## config.mk

```make
export PLATFORM = sky130hd
export DESIGN_NAME = refcounted_slot_allocator
export DESIGN_NICKNAME = d
export VERILOG_FILES = /design/src/sv/rsa_pkg.sv /design/src/sv/refcounted_slot_allocator.sv /design/src/sv/rsa_ctrl.sv /design/src/sv/rsa_datapath.sv
export SDC_FILE = /design/constraint.sdc
export NUM_CORES = 1
export LEC_CHECK = 0
export ABC_AREA = 0
export BUFFER_PORTS_ARGS = -buffer_cell sky130_fd_sc_hd__buf_4
export CORE_ASPECT_RATIO = 0.5
export CORE_MARGIN = 2
export CORE_UTILIZATION = 35
export DETAILED_ROUTE_END_ITERATION = 12
export GPL_ROUTABILITY_DRIVEN = 0
export GPL_TIMING_DRIVEN = 0
export MAX_ROUTING_LAYER = met4
export PLACE_DENSITY_LB_ADDON = 0.12
export SYNTH_ARGS = -nofsm -noshare
export SYNTH_HDL_FRONTEND = slang
export SYNTH_HIERARCHICAL = 1
export SYNTH_SLANG_ARGS = --single-unit
```

## constraint.sdc

```tcl
create_clock -name clock -period 6.9 [get_ports clock]
set_clock_uncertainty 0.2 [all_clocks]
set_input_delay 0.345 -clock clock [delete_from_list [all_inputs] [get_ports clock]]
set_output_delay 0.345 -clock clock [all_outputs]
set_load 0.1 [all_outputs]
```

## src/sv/rsa_pkg.sv

```systemverilog
package rsa_pkg;

   // default sizes
   localparam int SLOT_COUNT_DEF  = 32;
   localparam int COUNT_BITS_DEF  = 16;
   localparam int LENGTH_BITS_DEF = 16;

   // fixed port field widths
   localparam int HANDLE_BITS    = 5;
   localparam int OUT_LEN_BITS   = 16;
   localparam int OUT_COUNT_BITS = 16;

   localparam logic [HANDLE_BITS-1:0] NIL_HANDLE = '0;

   // request operations
   typedef enum logic [1:0] {
      OP_ADD   = 2'd0,
      OP_REF   = 2'd1,
      OP_UNREF = 2'd2,
      OP_QUERY = 2'd3
   } op_type;

   // response status codes
   typedef enum logic [1:0] {
      ST_OK   = 2'd0,
      ST_FULL = 2'd1,
      ST_DEAD = 2'd2,
      ST_SAT  = 2'd3
   } status_type;

   // controller states
   typedef enum logic [2:0] {
      S_CLEAR = 3'b001,
      S_IDLE  = 3'b010,
      S_EXEC  = 3'b100
   } state_type;

   // controller to datapath
   typedef struct packed {
      logic clear;
      logic load;
      logic exec;
   } cmd_type;

   // datapath to controller
   typedef struct packed {
      logic clear_last;
   } stat_type;

endpackage

```

## src/sv/refcounted_slot_allocator.sv

```systemverilog
// Reference-counted slot allocator with a FIFO free list. Slot 0 is the
// permanent nil entry; add takes the oldest free slot, drop reference returns
// a slot to the back of the queue when its count reaches zero. After reset the
// block runs a clearing pass through its slot tables with busy high. A request
// is taken when start is high and busy is low; each one first reads the
// single-port slot and queue memories and then updates them, with busy high
// during the update. The response appears on the rsp_ ports with rsp_valid
// high for exactly one cycle, the cycle after the update, and the receiver
// cannot hold it off: it must take it then. A new request may be accepted in
// the same cycle the response is shown, but not while the previous request
// is still being updated.
module refcounted_slot_allocator #(
   parameter int SLOT_COUNT  = rsa_pkg::SLOT_COUNT_DEF,
   parameter int COUNT_BITS  = rsa_pkg::COUNT_BITS_DEF,
   parameter int LENGTH_BITS = rsa_pkg::LENGTH_BITS_DEF
) (
   input  logic                                clock,
   input  logic                                reset,
   input  logic                                start,
   output logic                                busy,
   input  logic [1:0]                          req_operation,
   input  logic [rsa_pkg::HANDLE_BITS-1:0]     req_handle,
   input  logic [rsa_pkg::OUT_LEN_BITS-1:0]    req_length,
   output logic                                rsp_valid,
   output logic [rsa_pkg::HANDLE_BITS-1:0]     rsp_slot,
   output logic [rsa_pkg::OUT_LEN_BITS-1:0]    rsp_stored_length,
   output logic [rsa_pkg::OUT_COUNT_BITS-1:0]  rsp_count_after,
   output logic                                rsp_released,
   output logic [1:0]                          rsp_status
);
   import rsa_pkg::*;

   cmd_type  cmd;
   stat_type stat;

   // sequencer
   rsa_ctrl u_ctrl (
      .clock (clock),
      .reset (reset),
      .start (start),
      .stat  (stat),
      .cmd   (cmd),
      .busy  (busy)
   );

   // slot tables, free queue and response
   rsa_datapath #(
      .SLOT_COUNT  (SLOT_COUNT),
      .COUNT_BITS  (COUNT_BITS),
      .LENGTH_BITS (LENGTH_BITS)
   ) u_datapath (
      .clock             (clock),
      .reset             (reset),
      .cmd               (cmd),
      .stat              (stat),
      .req_operation     (req_operation),
      .req_handle        (req_handle),
      .req_length        (req_length),
      .rsp_valid         (rsp_valid),
      .rsp_slot          (rsp_slot),
      .rsp_stored_length (rsp_stored_length),
      .rsp_count_after   (rsp_count_after),
      .rsp_released      (rsp_released),
      .rsp_status        (rsp_status)
   );

endmodule

```

## src/sv/rsa_ctrl.sv

```systemverilog
module rsa_ctrl (
   input  logic              clock,
   input  logic              reset,
   input  logic              start,
   input  rsa_pkg::stat_type stat,
   output rsa_pkg::cmd_type  cmd,
   output logic              busy
);
   import rsa_pkg::*;

   state_type state_ff;
   state_type state_in;

   // next state
   always_comb begin
      state_in = state_ff;
      unique case (state_ff)
         S_CLEAR: begin
            if (stat.clear_last) state_in = S_IDLE;
         end
         S_IDLE: begin
            if (start) state_in = S_EXEC;
         end
         S_EXEC: begin
            state_in = S_IDLE;
         end
         default: begin
            state_in = S_CLEAR;
         end
      endcase
   end

   always_ff @(posedge clock) begin
      if (reset) begin
         state_ff <= S_CLEAR;
      end else begin
         state_ff <= state_in;
      end
   end

   // commands
   assign cmd.clear = (state_ff == S_CLEAR);
   assign cmd.load  = (state_ff == S_IDLE) && start;
   assign cmd.exec  = (state_ff == S_EXEC);
   assign busy      = (state_ff != S_IDLE);

   // checks
   a_exec_one_cycle: assert property (@(posedge clock) disable iff (reset)
      (state_ff == S_EXEC) |=> (state_ff == S_IDLE))
      else $error("execute state lasted more than one cycle");

   a_clear_holds: assert property (@(posedge clock) disable iff (reset)
      (state_ff == S_CLEAR && !stat.clear_last) |=> (state_ff == S_CLEAR))
      else $error("clearing pass left early");

   a_state_onehot: assert property (@(posedge clock) disable iff (reset)
      $onehot(state_ff))
      else $error("controller state is not one-hot");

endmodule

```

## src/sv/rsa_datapath.sv

```systemverilog
module rsa_datapath #(
   parameter int SLOT_COUNT  = rsa_pkg::SLOT_COUNT_DEF,
   parameter int COUNT_BITS  = rsa_pkg::COUNT_BITS_DEF,
   parameter int LENGTH_BITS = rsa_pkg::LENGTH_BITS_DEF
) (
   input  logic                                clock,
   input  logic                                reset,
   input  rsa_pkg::cmd_type                    cmd,
   output rsa_pkg::stat_type                   stat,
   input  logic [1:0]                          req_operation,
   input  logic [rsa_pkg::HANDLE_BITS-1:0]     req_handle,
   input  logic [rsa_pkg::OUT_LEN_BITS-1:0]    req_length,
   output logic                                rsp_valid,
   output logic [rsa_pkg::HANDLE_BITS-1:0]     rsp_slot,
   output logic [rsa_pkg::OUT_LEN_BITS-1:0]    rsp_stored_length,
   output logic [rsa_pkg::OUT_COUNT_BITS-1:0]  rsp_count_after,
   output logic                                rsp_released,
   output logic [1:0]                          rsp_status
);
   import rsa_pkg::*;

   localparam int IDX_BITS   = (SLOT_COUNT > 1) ? $clog2(SLOT_COUNT) : 1;
   localparam int TOTAL_BITS = IDX_BITS + 1;
   localparam logic [IDX_BITS-1:0]   LAST_IDX  = IDX_BITS'(SLOT_COUNT - 1);
   localparam logic [TOTAL_BITS-1:0] FULL_Q    = TOTAL_BITS'(SLOT_COUNT);
   localparam logic [TOTAL_BITS-1:0] INIT_FREE = TOTAL_BITS'(SLOT_COUNT - 1);
   localparam logic [COUNT_BITS-1:0] CNT_ONE   = COUNT_BITS'(1);

   // storage
   logic [COUNT_BITS-1:0]  count_mem [SLOT_COUNT];
   logic [LENGTH_BITS-1:0] len_mem   [SLOT_COUNT];
   logic [IDX_BITS-1:0]    fq_mem    [SLOT_COUNT];

   // queue and sweep registers
   logic [IDX_BITS-1:0]   head_ff, head_in;
   logic [IDX_BITS-1:0]   tail_ff, tail_in;
   logic [TOTAL_BITS-1:0] total_ff, total_in;
   logic [IDX_BITS-1:0]   clr_ff;

   // captured request and read data
   op_type                 op_ff;
   logic [HANDLE_BITS-1:0] handle_ff;
   logic [IDX_BITS-1:0]    idx_ff;
   logic [LENGTH_BITS-1:0] len_ff;
   logic                   range_ff;
   logic [COUNT_BITS-1:0]  cnt_rd_ff;
   logic [LENGTH_BITS-1:0] len_rd_ff;
   logic [IDX_BITS-1:0]    fq_rd_ff;

   // response registers
   logic                      valid_ff;
   logic [HANDLE_BITS-1:0]    slot_ff;
   logic [OUT_LEN_BITS-1:0]   olen_ff;
   logic [OUT_COUNT_BITS-1:0] ocnt_ff;
   logic                      rel_ff;
   status_type                st_ff;

   // request decode
   logic [31:0]            handle_wide;
   logic [31:0]            length_wide;
   logic [IDX_BITS-1:0]    req_addr;
   logic                   req_range;
   logic [LENGTH_BITS-1:0] req_len;

   assign handle_wide = 32'(req_handle);
   assign length_wide = 32'(req_length);
   assign req_addr    = handle_wide[IDX_BITS-1:0];
   assign req_range   = (handle_wide >= 32'(SLOT_COUNT));
   assign req_len     = length_wide[LENGTH_BITS-1:0];

   // sweep counter for the clearing pass
   assign stat.clear_last = (clr_ff == LAST_IDX);

   always_ff @(posedge clock) begin
      if (reset) begin
         clr_ff <= '0;
      end else if (cmd.clear && !stat.clear_last) begin
         clr_ff <= clr_ff + 1'b1;
      end
   end

   // request capture
   always_ff @(posedge clock) begin
      if (cmd.load) begin
         op_ff     <= op_type'(req_operation);
         handle_ff <= req_handle;
         idx_ff    <= req_addr;
         len_ff    <= req_len;
         range_ff  <= req_range;
      end
   end

   // execute logic
   logic                   cnt_we, len_we, fq_we;
   logic [IDX_BITS-1:0]    cnt_wa, len_wa;
   logic [COUNT_BITS-1:0]  cnt_wd;
   logic [LENGTH_BITS-1:0] len_wd;
   logic [HANDLE_BITS-1:0] res_slot;
   logic [LENGTH_BITS-1:0] res_len;
   logic [COUNT_BITS-1:0]  res_cnt;
   logic                   res_rel;
   status_type             res_st;
   logic [31:0]            fq_wide;

   assign fq_wide = 32'(fq_rd_ff);

   always_comb begin
      head_in  = head_ff;
      tail_in  = tail_ff;
      total_in = total_ff;
      cnt_we   = 1'b0;
      len_we   = 1'b0;
      fq_we    = 1'b0;
      cnt_wa   = idx_ff;
      len_wa   = idx_ff;
      cnt_wd   = cnt_rd_ff;
      len_wd   = '0;
      res_slot = handle_ff;
      res_len  = '0;
      res_cnt  = '0;
      res_rel  = 1'b0;
      res_st   = ST_OK;
      if (op_ff == OP_ADD) begin
         if (total_ff == '0) begin
            res_slot = '0;
            res_st   = ST_FULL;
         end else begin
            head_in  = (head_ff == LAST_IDX) ? '0 : head_ff + 1'b1;
            total_in = total_ff - 1'b1;
            cnt_we   = 1'b1;
            cnt_wa   = fq_rd_ff;
            cnt_wd   = CNT_ONE;
            len_we   = 1'b1;
            len_wa   = fq_rd_ff;
            len_wd   = len_ff;
            res_slot = fq_wide[HANDLE_BITS-1:0];
            res_len  = len_ff;
            res_cnt  = CNT_ONE;
         end
      end else if (range_ff) begin
         res_st = ST_DEAD;
      end else if (op_ff == OP_QUERY || handle_ff == NIL_HANDLE) begin
         res_len = len_rd_ff;
         res_cnt = cnt_rd_ff;
      end else if (cnt_rd_ff == '0) begin
         res_st  = ST_DEAD;
         res_len = len_rd_ff;
      end else if (op_ff == OP_REF) begin
         res_len = len_rd_ff;
         if (cnt_rd_ff == '1) begin
            res_st  = ST_SAT;
            res_cnt = cnt_rd_ff;
         end else begin
            cnt_we  = 1'b1;
            cnt_wd  = cnt_rd_ff + 1'b1;
            res_cnt = cnt_wd;
         end
      end else begin
         // drop reference, free the slot at zero
         cnt_we  = 1'b1;
         cnt_wd  = cnt_rd_ff - 1'b1;
         res_cnt = cnt_wd;
         res_len = len_rd_ff;
         if (cnt_rd_ff == CNT_ONE) begin
            len_we  = 1'b1;
            res_len = '0;
            res_rel = 1'b1;
            if (total_ff < FULL_Q) begin
               fq_we    = 1'b1;
               tail_in  = (tail_ff == LAST_IDX) ? '0 : tail_ff + 1'b1;
               total_in = total_ff + 1'b1;
            end
         end
      end
   end

   // queue pointers
   always_ff @(posedge clock) begin
      if (reset) begin
         head_ff  <= '0;
         tail_ff  <= LAST_IDX;
         total_ff <= INIT_FREE;
      end else if (cmd.exec) begin
         head_ff  <= head_in;
         tail_ff  <= tail_in;
         total_ff <= total_in;
      end
   end

   // count memory
   always_ff @(posedge clock) begin
      if (cmd.clear) begin
         count_mem[clr_ff] <= (clr_ff == '0) ? CNT_ONE : '0;
      end else if (cmd.exec && cnt_we) begin
         count_mem[cnt_wa] <= cnt_wd;
      end
      if (cmd.load) begin
         cnt_rd_ff <= count_mem[req_addr];
      end
   end

   // length memory
   always_ff @(posedge clock) begin
      if (cmd.clear) begin
         len_mem[clr_ff] <= '0;
      end else if (cmd.exec && len_we) begin
         len_mem[len_wa] <= len_wd;
      end
      if (cmd.load) begin
         len_rd_ff <= len_mem[req_addr];
      end
   end

   // free queue memory
   always_ff @(posedge clock) begin
      if (cmd.clear) begin
         fq_mem[clr_ff] <= stat.clear_last ? '0 : clr_ff + 1'b1;
      end else if (cmd.exec && fq_we) begin
         fq_mem[tail_ff] <= idx_ff;
      end
      if (cmd.load) begin
         fq_rd_ff <= fq_mem[head_ff];
      end
   end

   // response
   logic [31:0] res_len_wide;
   logic [31:0] res_cnt_wide;

   assign res_len_wide = 32'(res_len);
   assign res_cnt_wide = 32'(res_cnt);

   always_ff @(posedge clock) begin
      if (reset) begin
         valid_ff <= 1'b0;
      end else begin
         valid_ff <= cmd.exec;
      end
   end

   always_ff @(posedge clock) begin
      if (cmd.exec) begin
         slot_ff <= res_slot;
         olen_ff <= res_len_wide[OUT_LEN_BITS-1:0];
         ocnt_ff <= res_cnt_wide[OUT_COUNT_BITS-1:0];
         rel_ff  <= res_rel;
         st_ff   <= res_st;
      end
   end

   assign rsp_valid         = valid_ff;
   assign rsp_slot          = slot_ff;
   assign rsp_stored_length = olen_ff;
   assign rsp_count_after   = ocnt_ff;
   assign rsp_released      = rel_ff;
   assign rsp_status        = st_ff;

   // checks
   a_total_bound: assert property (@(posedge clock) disable iff (reset)
      total_ff <= INIT_FREE)
      else $error("free queue holds more slots than exist beside nil");

   a_strobe_single: assert property (@(posedge clock) disable iff (reset)
      valid_ff |=> !valid_ff)
      else $error("response strobe lasted more than one cycle");

   a_release_ok: assert property (@(posedge clock) disable iff (reset)
      (valid_ff && rel_ff) |-> (st_ff == ST_OK && ocnt_ff == '0))
      else $error("release reported with nonzero count or error status");

endmodule
```

==> flow_metrics.tcl <==
set metrics [dict create \
    status "completed" \
    cts.clk_slew.worst_paths_ns 0.06 \
    path_class "register to register" \
    finalHoldViolCount 0 \
    seq_area_mm2 0.03906 \
    cts_root_buf "clkbuf_16" \
    swShare_pct 21.17 \
    track_usage_pct 19.36 \
    cp-start-kind "register" \
    rows 100 \
    hp-class "input port to register" \
    fin_crit_sh_pct 72.14 \
    r2r_setup_slack_ns 1.92 \
    ys_async_sr_fraction_pct 0 \
    core_mm2 0.1489 \
    cp_max_fo 16 \
    fmax_mhz 200.9 \
    fillers 13158 \
    hold_start "req_length[13]" \
    pwr-share-comb_pct 3.9 \
    grt_pass1_wl_um 204800 \
    cellPowerDensity_mw_per_mm2 259.0 \
    clkSinkCount 1309 \
    grt_max_degree 49 \
    cpMaxStageDelayCell "a21oi_4" \
    ys.flop_type "edfxtp_1" \
    synth_edf_count 1284 \
    vias 26828 \
    port_buffers 67 \
    cts_resized 0 \
    slowest_delay_ns 0.96 \
    setup_violations 0 \
    drt_pass1_iterations 8 \
    min_period_ns 4.978 \
    drv_cap 0 \
    syn_area_mm2 0.05250 \
    syn_avg_cell_area_um2 20.78 \
    antenna_found_initial 3 \
    ir_drop_mv 0.2307 \
    crit_arrival_ns 5.08 \
    rsz0062_at_grt "false" \
    finalPower_mw 15.84 \
    final_net_count 2853 \
    grt_pass1_vias 27119 \
    cts_buffer_depth 3 \
    dieArea_mm2 0.1533 \
    worstMarginPinSlew_ns 1.381 \
    post_cts_buffers 0 \
    dp_hpwl_um 97960 \
    antenna_cells 0 \
    htree_levels 3 \
    clkPwrFrac_pct 41.0 \
    clock_latency_ns 0.73 \
    multi_input_area_mm2 0.01321 \
    cp-startpoint "u_datapath/idx_ff[0]$_DFFE_PP_" \
    wl_per_cell_um 29.25 \
    holdWs_ns 0.1249 \
    synth.distinct_cells 91 \
    via_per_inst 5.482 \
    overflow 0 \
    p_sw_mw 3.354 \
    finalWirelength_um 143100 \
    syn_to_final_growth_pct 16.51 \
    worst_r2r_startpoint "u_datapath/idx_ff[0]$_DFFE_PP_" \
    drcViolationCount 0 \
    cts_buffers 118 \
    cp_cell_sequence "nor2_1, a22oi_1, nand2_1, nor4_2, buf_2, o21ai_0, a21oi_4" \
    ios 68 \
    drive_above_1_share_pct 29.91 \
    ant_nets 0 \
    start_util_pct 35.26 \
    synth_warnings 6 \
    power.leakage_nw 18.38 \
    drt_iter0_markers 3006 \
    endpoint_kind "register" \
    die_y_um 277.9 \
    power_frac_seq_pct 55.1 \
    max_slew_margin_pct 6.981 \
    cts_tree "built" \
    die_x_um 551.7 \
    ys_ff_latch 1309 \
    synth-seq-area-share_pct 74.39 \
    synth_cells 2526 \
    cp.required_ns 7.00 \
    p_int_mw 12.49 \
    drv_slew 0 \
    syn_nets 2568 \
]
critical path, delay by kind of cell (launching register included):
kind | cells | cell delay, ns
flops | 1 | 0.69
buf+inv | 1 | 0.38
compound gates | 3 | 2.01
simple gates | 3 | 1.26
state kept, by name (all words and copies together) (netlist names):
name                          flops
u_ctrl/state_ff                   3
u_datapath/clr_ff                 5
u_datapath/cnt_rd_ff             16
u_datapath/count_mem            512
u_datapath/fq_mem               160
u_datapath/fq_rd_ff               5
u_datapath/head_ff                5
u_datapath/idx_ff                 5
u_datapath/len_ff                16
u_datapath/len_mem              512
u_datapath/len_rd_ff             16
u_datapath/op_ff                  2
u_datapath/rsp_count_after       16
u_datapath/rsp_released           1
u_datapath/rsp_slot               5
u_datapath/rsp_status             2
u_datapath/rsp_stored_length     16
u_datapath/rsp_valid              1
u_datapath/tail_ff                5
u_datapath/total_ff               6
power groups by stage:
stage,Combinational (mW),Sequential [mW],Clock [mW]
2_1_floorplan,0.330,8.90,0
3_3_place_gp,0.550,8.91,0
3_5_place_dp,0.608,8.90,0
4_1_cts,0.621,8.73,6.67
5_1_grt,0.646,8.73,6.99
6_report,0.614,8.73,6.50
cell usage in the layout, fill, tap and decap left out, drive strengths merged, types with 16 or more instances in the layout:
| cell type | instances |
|---|---|
| nand3 | 33 |
| a21oi | 65 |
| inv | 25 |
| mux4 | 370 |
| buf | 201 |
| o21ai | 40 |
| mux2 | 40 |
| nor2 | 122 |
| clkinv | 59 |
| nand2 | 51 |
| nor4 | 16 |
| and3 | 25 |
| nor3 | 31 |
| a22o | 18 |
| dfxtp | 25 |
| edfxtp | 1284 |
| dlygate4sd3 | 26 |
| clkbuf | 232 |
metrics by stage:
step	std cells	worst slack, ns	utilization, %	instance area, um^2	TNS (ns)
4_1_cts	4893	1.971	41.08	61170	0
3_5_place_dp	4653	1.983	38.40	57180	0
6_report	4894	1.922	41.08	61170	0
2_1_floorplan	2526	0.9434	-	52500	0
3_3_place_gp	4582	-3.438	37.27	55490	-145.63
5_1_grt	4894	1.783	41.08	61170	0
final timing paths:
kind / to / depth (start not counted)
hold reg to reg: u_datapath/rsp_stored_length[14]$_DFFE_PP_ / 1
setup reg to reg: u_datapath/count_mem[22][4]$_DFFE_PP_ / 7
hold / removal: u_datapath/len_ff[13]$_DFFE_PP_ / 2
setup / recovery: u_datapath/count_mem[22][4]$_DFFE_PP_ / 7
cell usage after synthesis, types with 8 or more instances:
library cell	count	share of area, %
nand3_1	32	0.31
a22o_1	18	0.30
ha_1	15	0.36
nand2_1	49	0.35
mux2i_1	11	0.21
buf_2	38	0.36
nor2_1	122	0.87
nand4_1	13	0.15
clkbuf_1	87	0.62
xnor2_1	11	0.18
inv_1	21	0.15
o21ai_0	34	0.32
dfxtp_1	25	0.95
a31oi_1	9	0.11
nor3_1	29	0.28
and3_1	25	0.30
buf_1	19	0.14
a21oi_1	65	0.62
nand2b_1	8	0.095
nor4_1	14	0.17
edfxtp_1	1284	73
o31ai_1	11	0.16
nor2b_1	10	0.12
mux4_2	370	16
mux2_2	40	0.86
kinds of logic after synthesis:
| logic type | Yosys count | share of synthesized area [%] |
|---|---|---|
| compound gates | 224 | 2.927 |
| fa+ha+maj | 17 | 0.4147 |
| xor+xnor | 17 | 0.2836 |
| flops | 1309 | 74.39 |
| mux | 421 | 16.94 |
| buf+inv | 173 | 1.380 |
| simple gates | 365 | 3.665 |
final cells by class:
type | instances | area share [%]
inverters | 23 | 0.1411
plain buffers | 150 | 1.043
clock buffers | 144 | 5.089
multi-input cells | 1044 | 21.60
well taps | 1989 | 4.068
flip-flops and latches | 1309 | 63.85
repair buffers | 165 | 3.209
clock inverters | 70 | 1.002
routing by layer:
| metal | vias to the layer above | wire length [um] | global-route usage [%] |
|---|---|---|---|
| met5 | - | 0 | - |
| met4 | 0 | 2439 | 3.910 |
| li1 | 11206 | - | - |
| met3 | 163 | 7198 | 2.729 |
| met2 | 771 | 66670 | 29.30 |
| met1 | 14688 | 66830 | 28.00 |
timing repair:
item	CTS	global route
hold endpoints to repair	41	0
setup endpoints to repair	0	0
hold buffers	26	0
(Power assumes the default switching activity.)
